## src/hdl/spr_pkg.sv

```systemverilog
`timescale 1ns / 1ps
// Shared types and constants for the slotted page record store.
// No dependencies; every other file imports this package.
package spr_pkg;

  localparam int PAGE_BYTES_DEF   = 4096;
  localparam int HEADER_BYTES_DEF = 8;
  localparam int SLOT_BYTES_DEF   = 4;

  localparam int COUNT_W     = 10;
  localparam int SLOT_DEPTH  = 1 << COUNT_W;
  localparam int MAX_RECORDS = SLOT_DEPTH - 1;
  localparam int LEN_W       = 13;
  localparam int IDX_W       = 12;
  localparam int BYTE_W      = 8;
  localparam int STATUS_W    = 3;

  localparam logic [BYTE_W-1:0] VERSION_BYTE = 8'd1;

  typedef enum logic [1:0] {
    CMD_INIT,
    CMD_BEGIN,
    CMD_BYTE,
    CMD_READ
  } cmd_t;

  typedef enum logic [STATUS_W-1:0] {
    STAT_OK,
    STAT_NO_SPACE,
    STAT_NOT_OPEN,
    STAT_BAD_SLOT,
    STAT_BAD_INDEX,
    STAT_STILL_OPEN
  } status_t;

  typedef enum logic [1:0] {
    S_IDLE,
    S_SLOT,
    S_BYTE,
    S_DONE
  } ctrl_state_t;

  typedef struct packed {
    logic [STATUS_W-1:0] status;
    logic [BYTE_W-1:0]   read_byte;
    logic [LEN_W-1:0]    slot_length;
    logic                committed;
    logic [COUNT_W-1:0]  record_count;
    logic [LEN_W-1:0]    space_left;
  } result_t;

endpackage

```

## src/hdl/spr_channels.sv

```systemverilog
`timescale 1ns / 1ps
// Valid/ready channel interfaces for request and response beats.
// Depends on spr_pkg for field widths.
interface spr_req_if;
  import spr_pkg::*;
  logic               valid;
  logic               ready;
  logic [1:0]         command;
  logic [LEN_W-1:0]   new_length;
  logic [BYTE_W-1:0]  data_byte;
  logic [COUNT_W-1:0] slot_sel;
  logic [IDX_W-1:0]   byte_index;

  modport source (output valid, command, new_length, data_byte, slot_sel, byte_index,
                  input ready);
  modport sink (input valid, command, new_length, data_byte, slot_sel, byte_index,
                output ready);
endinterface


```

## src/hdl/spr_ctrl.sv

```systemverilog
`timescale 1ns / 1ps
// Command sequencer: page header state, open record tracking, slot commit
// and the two-step read. Depends on spr_pkg and spr_req_if.
module spr_ctrl #(
  parameter int PAGE_BYTES   = spr_pkg::PAGE_BYTES_DEF,
  parameter int HEADER_BYTES = spr_pkg::HEADER_BYTES_DEF,
  parameter int SLOT_BYTES   = spr_pkg::SLOT_BYTES_DEF,
  localparam int AW = $clog2(PAGE_BYTES)
) (
  input  logic                        clk,
  input  logic                        rst,
  spr_req_if.sink                     request,
  output logic                        res_valid,
  output spr_pkg::result_t            res,
  input  logic                        res_ready,
  output logic                        page_we,
  output logic [AW-1:0]               page_waddr,
  output logic [spr_pkg::BYTE_W-1:0]  page_wdata,
  output logic [AW-1:0]               page_raddr,
  input  logic [spr_pkg::BYTE_W-1:0]  page_rdata,
  output logic                        slot_we,
  output logic [spr_pkg::COUNT_W-1:0] slot_waddr,
  output logic [spr_pkg::LEN_W-1:0]   slot_wlen,
  output logic [AW-1:0]               slot_woff,
  output logic [spr_pkg::COUNT_W-1:0] slot_raddr,
  input  logic [spr_pkg::LEN_W-1:0]   slot_rlen,
  input  logic [AW-1:0]               slot_roff
);
  import spr_pkg::*;

  localparam int PW = AW + 1;
  localparam int CW = ((PW > LEN_W) ? PW : LEN_W) + 1;
  localparam int SW = ((AW > IDX_W) ? AW : IDX_W) + 1;

  ctrl_state_t        state, state_next;
  logic [COUNT_W-1:0] count, count_next;
  logic [PW-1:0]      fp, fp_next;
  logic [PW-1:0]      slot_end, slot_end_next;
  logic               open, open_next;
  logic [PW-1:0]      wpos, wpos_next;
  logic [LEN_W-1:0]   remaining, remaining_next;
  logic [LEN_W-1:0]   open_len, open_len_next;
  logic [IDX_W-1:0]   rd_index, rd_index_next;
  status_t            pend_status, pend_status_next;
  logic [BYTE_W-1:0]  pend_byte, pend_byte_next;
  logic [LEN_W-1:0]   pend_slen, pend_slen_next;
  logic               pend_commit, pend_commit_next;

  logic               accept;
  cmd_t               cmd;
  logic [PW-1:0]      space;
  logic [PW-1:0]      commit_off;
  logic               fits;
  logic [SW-1:0]      rd_sum;

  assign accept     = request.valid && request.ready;
  assign cmd        = cmd_t'(request.command);
  assign space      = (fp > slot_end) ? (fp - slot_end) : '0;
  assign commit_off = fp - PW'(open_len);
  assign fits       = (CW'(request.new_length) + CW'(SLOT_BYTES)) <= CW'(space);
  assign rd_sum     = SW'(slot_roff) + SW'(rd_index);

  always_ff @(posedge clk) begin
    if (rst) begin
      state <= S_IDLE;
    end else begin
      state <= state_next;
    end
  end

  always_ff @(posedge clk) begin
    if (rst) begin
      count     <= '0;
      fp        <= PW'(PAGE_BYTES);
      slot_end  <= PW'(HEADER_BYTES);
      open      <= 1'b0;
      wpos      <= '0;
      remaining <= '0;
      open_len  <= '0;
    end else begin
      count     <= count_next;
      fp        <= fp_next;
      slot_end  <= slot_end_next;
      open      <= open_next;
      wpos      <= wpos_next;
      remaining <= remaining_next;
      open_len  <= open_len_next;
    end
  end

  always_ff @(posedge clk) begin
    rd_index    <= rd_index_next;
    pend_status <= pend_status_next;
    pend_byte   <= pend_byte_next;
    pend_slen   <= pend_slen_next;
    pend_commit <= pend_commit_next;
  end

  always_comb begin
    state_next       = state;
    count_next       = count;
    fp_next          = fp;
    slot_end_next    = slot_end;
    open_next        = open;
    wpos_next        = wpos;
    remaining_next   = remaining;
    open_len_next    = open_len;
    rd_index_next    = rd_index;
    pend_status_next = pend_status;
    pend_byte_next   = pend_byte;
    pend_slen_next   = pend_slen;
    pend_commit_next = pend_commit;

    request.ready = (state == S_IDLE);
    res_valid     = 1'b0;
    page_we       = 1'b0;
    page_waddr    = wpos[AW-1:0];
    page_wdata    = request.data_byte;
    page_raddr    = rd_sum[AW-1:0];
    slot_we       = 1'b0;
    slot_waddr    = count;
    slot_wlen     = open_len;
    slot_woff     = commit_off[AW-1:0];
    slot_raddr    = request.slot_sel;

    unique case (state)
      S_IDLE: begin
        if (accept) begin
          pend_status_next = STAT_OK;
          pend_byte_next   = '0;
          pend_slen_next   = '0;
          pend_commit_next = 1'b0;
          state_next       = S_DONE;
          unique case (cmd)
            CMD_INIT: begin
              page_we        = 1'b1;
              page_waddr     = '0;
              page_wdata     = VERSION_BYTE;
              count_next     = '0;
              fp_next        = PW'(PAGE_BYTES);
              slot_end_next  = PW'(HEADER_BYTES);
              open_next      = 1'b0;
              wpos_next      = '0;
              remaining_next = '0;
              open_len_next  = '0;
            end
            CMD_BEGIN: begin
              if (open) begin
                pend_status_next = STAT_STILL_OPEN;
              end else if (count == COUNT_W'(MAX_RECORDS) || !fits) begin
                pend_status_next = STAT_NO_SPACE;
              end else if (request.new_length == '0) begin
                // empty record: slot commits at once, offset is the free pointer
                slot_we          = 1'b1;
                slot_wlen        = '0;
                slot_woff        = fp[AW-1:0];
                count_next       = count + 1'b1;
                slot_end_next    = slot_end + PW'(SLOT_BYTES);
                pend_commit_next = 1'b1;
              end else begin
                open_next      = 1'b1;
                open_len_next  = request.new_length;
                wpos_next      = fp - PW'(request.new_length);
                remaining_next = request.new_length;
              end
            end
            CMD_BYTE: begin
              if (!open) begin
                pend_status_next = STAT_NOT_OPEN;
              end else begin
                page_we        = 1'b1;
                wpos_next      = wpos + 1'b1;
                remaining_next = remaining - 1'b1;
                if (remaining == LEN_W'(1)) begin
                  slot_we          = 1'b1;
                  count_next       = count + 1'b1;
                  fp_next          = commit_off;
                  slot_end_next    = slot_end + PW'(SLOT_BYTES);
                  open_next        = 1'b0;
                  wpos_next        = '0;
                  remaining_next   = '0;
                  open_len_next    = '0;
                  pend_commit_next = 1'b1;
                end
              end
            end
            CMD_READ: begin
              rd_index_next = request.byte_index;
              if (request.slot_sel >= count) begin
                pend_status_next = STAT_BAD_SLOT;
              end else begin
                state_next = S_SLOT;
              end
            end
            default: begin
              pend_status_next = STAT_OK;
            end
          endcase
        end
      end
      S_SLOT: begin
        // slot entry is back from the directory
        pend_slen_next = slot_rlen;
        if (LEN_W'(rd_index) >= slot_rlen) begin
          pend_status_next = STAT_BAD_INDEX;
          state_next       = S_DONE;
        end else begin
          state_next = S_BYTE;
        end
      end
      S_BYTE: begin
        pend_byte_next = page_rdata;
        state_next     = S_DONE;
      end
      S_DONE: begin
        res_valid = 1'b1;
        if (res_ready) begin
          state_next = S_IDLE;
        end
      end
      default: begin
        state_next = S_IDLE;
      end
    endcase
  end

  always_comb begin
    res.status       = pend_status;
    res.read_byte    = pend_byte;
    res.slot_length  = pend_slen;
    res.committed    = pend_commit;
    res.record_count = count;
    res.space_left   = LEN_W'(space);
  end

  a_open_has_bytes: assert property (@(posedge clk) disable iff (rst)
    open |-> remaining != '0)
    else $error("record open with no bytes due");

  a_slots_below_fp: assert property (@(posedge clk) disable iff (rst)
    slot_end <= fp)
    else $error("slot array overran free pointer");

  a_commit_is_ok: assert property (@(posedge clk) disable iff (rst)
    res_valid && res.committed |-> res.status == STAT_OK)
    else $error("commit reported with error status");

  a_read_fetches: assert property (@(posedge clk) disable iff (rst)
    accept && cmd == CMD_READ && request.slot_sel < count |=> state == S_SLOT)
    else $error("valid slot read skipped directory fetch");

endmodule

```

## src/flat_wrapper.sv

```systemverilog
// flat-port wrapper written by rule: the top's interface ports become plain ports
module spr_ctrl_flat import spr_pkg::*;
#(
  parameter int PAGE_BYTES   = spr_pkg::PAGE_BYTES_DEF,
  parameter int HEADER_BYTES = spr_pkg::HEADER_BYTES_DEF,
  parameter int SLOT_BYTES   = spr_pkg::SLOT_BYTES_DEF,
  localparam int AW = $clog2(PAGE_BYTES)
)
  (clk, rst, res_valid, res, res_ready, page_we, page_waddr, page_wdata, page_raddr, page_rdata, slot_we, slot_waddr, slot_wlen, slot_woff, slot_raddr, slot_rlen, slot_roff, request_valid, request_command, request_new_length, request_data_byte, request_slot_sel, request_byte_index, request_ready);
  spr_req_if request_i ();
  input  logic clk;
  input  logic rst;
  output logic res_valid;
  output spr_pkg::result_t res;
  input  logic res_ready;
  output logic page_we;
  output logic [AW-1:0] page_waddr;
  output logic [spr_pkg::BYTE_W-1:0] page_wdata;
  output logic [AW-1:0] page_raddr;
  input  logic [spr_pkg::BYTE_W-1:0] page_rdata;
  output logic slot_we;
  output logic [spr_pkg::COUNT_W-1:0] slot_waddr;
  output logic [spr_pkg::LEN_W-1:0] slot_wlen;
  output logic [AW-1:0] slot_woff;
  output logic [spr_pkg::COUNT_W-1:0] slot_raddr;
  input  logic [spr_pkg::LEN_W-1:0] slot_rlen;
  input  logic [AW-1:0] slot_roff;
  input wire logic [$bits(request_i.valid)-1:0] request_valid;
  input wire logic [$bits(request_i.command)-1:0] request_command;
  input wire logic [$bits(request_i.new_length)-1:0] request_new_length;
  input wire logic [$bits(request_i.data_byte)-1:0] request_data_byte;
  input wire logic [$bits(request_i.slot_sel)-1:0] request_slot_sel;
  input wire logic [$bits(request_i.byte_index)-1:0] request_byte_index;
  output wire logic [$bits(request_i.ready)-1:0] request_ready;
  assign request_i.valid = request_valid;
  assign request_i.command = request_command;
  assign request_i.new_length = request_new_length;
  assign request_i.data_byte = request_data_byte;
  assign request_i.slot_sel = request_slot_sel;
  assign request_i.byte_index = request_byte_index;
  assign request_ready = request_i.ready;
  spr_ctrl #(.PAGE_BYTES(PAGE_BYTES), .HEADER_BYTES(HEADER_BYTES), .SLOT_BYTES(SLOT_BYTES)) u_core (.clk(clk), .rst(rst), .request(request_i), .res_valid(res_valid), .res(res), .res_ready(res_ready), .page_we(page_we), .page_waddr(page_waddr), .page_wdata(page_wdata), .page_raddr(page_raddr), .page_rdata(page_rdata), .slot_we(slot_we), .slot_waddr(slot_waddr), .slot_wlen(slot_wlen), .slot_woff(slot_woff), .slot_raddr(slot_raddr), .slot_rlen(slot_rlen), .slot_roff(slot_roff));
endmodule
```

## config.mk

```make
export PLATFORM = sky130hd
export DESIGN_NAME = spr_ctrl_flat
export DESIGN_NICKNAME = d
export VERILOG_FILES = /design/src/hdl/spr_pkg.sv /design/src/hdl/spr_channels.sv /design/src/hdl/spr_ctrl.sv /design/src/flat_wrapper.sv
export SDC_FILE = /design/constraint.sdc
export NUM_CORES = 1
export LEC_CHECK = 0
export BUFFER_PORTS_ARGS = -buffer_cell sky130_fd_sc_hd__buf_2
export CAP_MARGIN = 0
export CORE_MARGIN = 1
export CORE_UTILIZATION = 40
export CTS_CLUSTER_SIZE = 25
export DETAILED_ROUTE_END_ITERATION = 10
export GPL_ROUTABILITY_DRIVEN = 0
export MAX_ROUTING_LAYER = met4
export PLACE_DENSITY = 0.62
export SETUP_SLACK_MARGIN = 0.15
export SKIP_LAST_GASP = 1
export SYNTH_ARGS = -nofsm -noshare
export SYNTH_HDL_FRONTEND = slang
export SYNTH_SLANG_ARGS = --single-unit
```

## constraint.sdc

```tcl
create_clock -name clk -period 5.41 [get_ports clk]
set_input_delay 1.082 -clock clk [delete_from_list [all_inputs] [get_ports clk]]
set_output_delay 1.082 -clock clk [all_outputs]
set_load 0.01 [all_outputs]
```

==> impl_metrics.toml <==
[setup_path]
start_kind = "flop"
crit_arrival_ns = 4.75
r2r_start = "u_core.slot_end[3]"
rr_worst_depth = 38
regToRegSetupSlack_ns = -0.40
path_class = "flop to output pin"
end_kind = "output pin"
cp.required_ns = 4.33
rr_endpoint = "u_core.pend_commit"
startpoint = "u_core.slot_end[3]"
cp_max_fo = 7
crit_path_end = "slot_woff[10]"

[floorplanning]
start_util_pct = 41.2
num_rows = 54
core_area_sq_um = 22100
die_area_sq_um = 23400
die_width_microns = 153
ioPinCount = 211
die_y_microns = 153

[synth]
async_flop_share_pct = 0
synth_top_area_cell = "dfxtp_1"
synth_ff_type = "dfxtp_1"
yosysWarningCount = 0
syn_area_per_cell_sq_um = 8.14
synth_area_sq_um = 9110
yosysTopAreaCellShare_pct = 16.5
synth_seq_cells = 112
yosysSeqAreaShare_pct = 28.7
syn_nets = 1302
yosys-top-cells-area = "dfxtp_1 (16%), ha_1 (13%), edfxtp_1 (12%), a21oi_1 (5.2%), xnor2_1 (4.7%)"
synth_cells = 1119
synth.distinct_cells = 69
synth_edf_count = 37

[route]
num_vias = 9156
drt_iter0_drc = 648
wl_microns = 29800
drcViolationCount = 0
via_per_inst = 5.56
wl_per_cell_microns = 18.1
final_antenna_net_count = 0
drtPass1Iterations = 6

[sta]
skew_ns = 0.00934
min_period_over_period_pct = 108
slew_headroom_pct = 36.6
final.min_clock_period_ns = 5.83
whs_ns = 0.479
grt_setup_unrepaired = "true"
hold_viol_final = 0
worst_pin_slew_ns = 0.943
fin_setup_tns_ns = -10.01
drv_slew = 0
setup-violations-final = 27
fmax_mhz = 172
worst_slack_ns = -0.421

[global_route]
grt_overflow_total = 0
grt-busiest-layer = "met2"
grt_pass1_vias = 8505
grt_usage_pct = 25.2
antenna_found_initial = 0
use_met2_pct = 41.2
grt_use_met3_pct = 4.76
grt_max_degree = 59
met1_usage_pct = 31.4
grt_pass1_wl_microns = 45500

[cts]
htreeDepth = 3
path_clk_slew_ns = 0.09
cts_buffers = 9
clkLatencyLatePin_ns = 0.37
cts_sinks = 112
max-clock-path-buffers = 2
tritoncts = "built"
cts-root-buf = "clkbuf_16"

[finish]
final_util_pct = 52.8
syn_to_final_growth_pct = 28.0
drive_above_1_share_pct = 28.4
antennaDiodeCount = 0
n_fill_cell = 2098
nNetsFinal = 1546

[worst_hold_path]
hold_class = "flop to flop"

[outcome]
status = "complete, but fails checks"
violations = "negative setup slack"

[pwr]
p_int_mw = 1.82
p_clk_share_pct = 24.9
comb_power_share_pct = 38.7
p_per_area_nw_per_um2 = 252
p_sw_mw = 1.11
irDropWorstVdd_uv = 176
p_leak_nw = 5.13
pwr-share-seq_pct = 36.4
p_sw_share_pct = 37.9

[place]
preCtsSetupSlack_ns = -0.0648
numPortBuffers = 210
dp_hpwl_microns = 22400

[run]
maxCapViolCount = 0
## power groups by stage
stage	Combinational, mW	Clock (mW)	Sequential (mW)
final	1.14	0.732	1.07
after global routing	1.25	0.778	1.08
after floorplan	0.652	0	1.13
after detailed placement	1.07	0	1.09
after global placement	1.06	0	1.09
after CTS	1.08	0.747	1.07
## logic make-up after synthesis
logic type / count (synthesis) / share of synthesized area, %
and+or+nand+nor: 396 / 22.0
DFF: 112 / 28.7
other: 2 / 0.0824
buffers and inverters: 154 / 7.55
xor gates and xnor gates: 63 / 6.06
adders and majority gates: 101 / 14.1
AOI/OAI and AO/OA: 274 / 19.5
muxes: 17 / 2.02
## timing repair
item / in CTS / in global routing
resized for setup: 18 / 72
cloned: 0 / 1
endpoints found under the setup margin: 26 / 27
setup buffers: 25 / 8
pin swaps: 7 / 31
hold buffers: 0 / 0
## critical path, cell delays in order (launching register included)
cell	delay, ns
dfxtp_2	0.34
inv_2	0.04
ha_4	0.28
o21a_1	0.17
o21ai_2	0.08
a21oi_2	0.20
o31ai_4	0.10
a21oi_2	0.21
a41o_1	0.30
buf_6	0.16
nand2_2	0.07
ha_4	0.27
nand4_1	0.13
or4_4	0.56
a2111oi_4	0.35
a41o_4	0.17
nand3_4	0.09
nor2_4	0.20
buf_12	0.16
mux2_2	0.35
buf_6	0.12
## worst min path at each step
| stage | startpoint | to | cells after the start |
|---|---|---|---|
| global placement | u_core.remaining[6] | u_core.remaining[6] | 2 |
| floorplan | u_core.remaining[6] | u_core.remaining[6] | 2 |
| global route | u_core.remaining[6] | u_core.remaining[6] | 2 |
| detailed placement | u_core.remaining[6] | u_core.remaining[6] | 2 |
| finish | u_core.open_len[11] | u_core.open_len[11] | 2 |
| CTS | u_core.open_len[11] | u_core.open_len[11] | 2 |
## metal layers
| metal | wire (microns) | part of all wire, % |
|---|---|---|
| met1 | 13100 | 44 |
| met2 | 13900 | 47 |
| met3 | 1900 | 6.4 |
| met4 | 888 | 3.0 |
| met5 | 0 | 0 |
## synthesized netlist by cell type, types with 14 or more instances
library cell  count
nand4_1          22
o21ai_0          47
ha_1             98
nor3_1           32
or3_1            16
xor2_1           14
dfxtp_1          75
nand2_1          75
nor2b_1          16
a21oi_1          94
inv_1            89
edfxtp_1         37
buf_4            23
nor2_1           82
nand3_1          64
o31ai_1          21
clkbuf_1         29
and2_1           38
xnor2_1          49
## per-stage QoR
| stage | area [sq um] | total power, mW | instances |
|---|---|---|---|
| 5_1_grt | 11700 | 3.11 | 1648 |
| 4_1_cts | 11200 | 2.89 | 1639 |
| 2_1_floorplan | 9150 | 1.78 | 1119 |
| 3_3_place_gp | 10600 | 2.14 | 1598 |
| 6_report | 11700 | 2.94 | 1648 |
| 3_5_place_dp | 10600 | 2.16 | 1598 |
## cells in the final DEF, fill, tap and decap left out, types with 42 or more instances in the layout
cell type  Yosys  final
ha_1          98     84
inv_1         89     87
dfxtp_1       75     71
nor2_1        82     81
a21oi_1       94     90
nand2_1       75     70
xnor2_1       49     49
buf_4         23     69
o21ai_0       47     42
nand3_1       64     61
buf_2          6    197
## final cells by class
class                   count  area (sq um)  share of cell area [%]
repair buffers            297          1880                    16.1
multi-input cells         853          6170                    52.9
clock inverters             7          91.3                   0.783
flip-flops and latches    112          2620                    22.4
well taps                 280           350                    3.00
inverters                  90           338                    2.90
clock buffers               9           225                    1.93
## sequential cells by signal, summed over array words and instances (netlist names)
signal,cells
u_core.slot_waddr,10
u_core.state,2
u_core.pend_status,3
u_core.fp,13
u_core.pend_byte,8
u_core.rd_index,12
u_core.open_len,13
u_core.remaining,13
u_core.pend_commit,1
u_core.open,1
u_core.slot_end,11
u_core.wpos,12
u_core.pend_slen,13
Note: power is estimated with default switching activity, not from simulation.
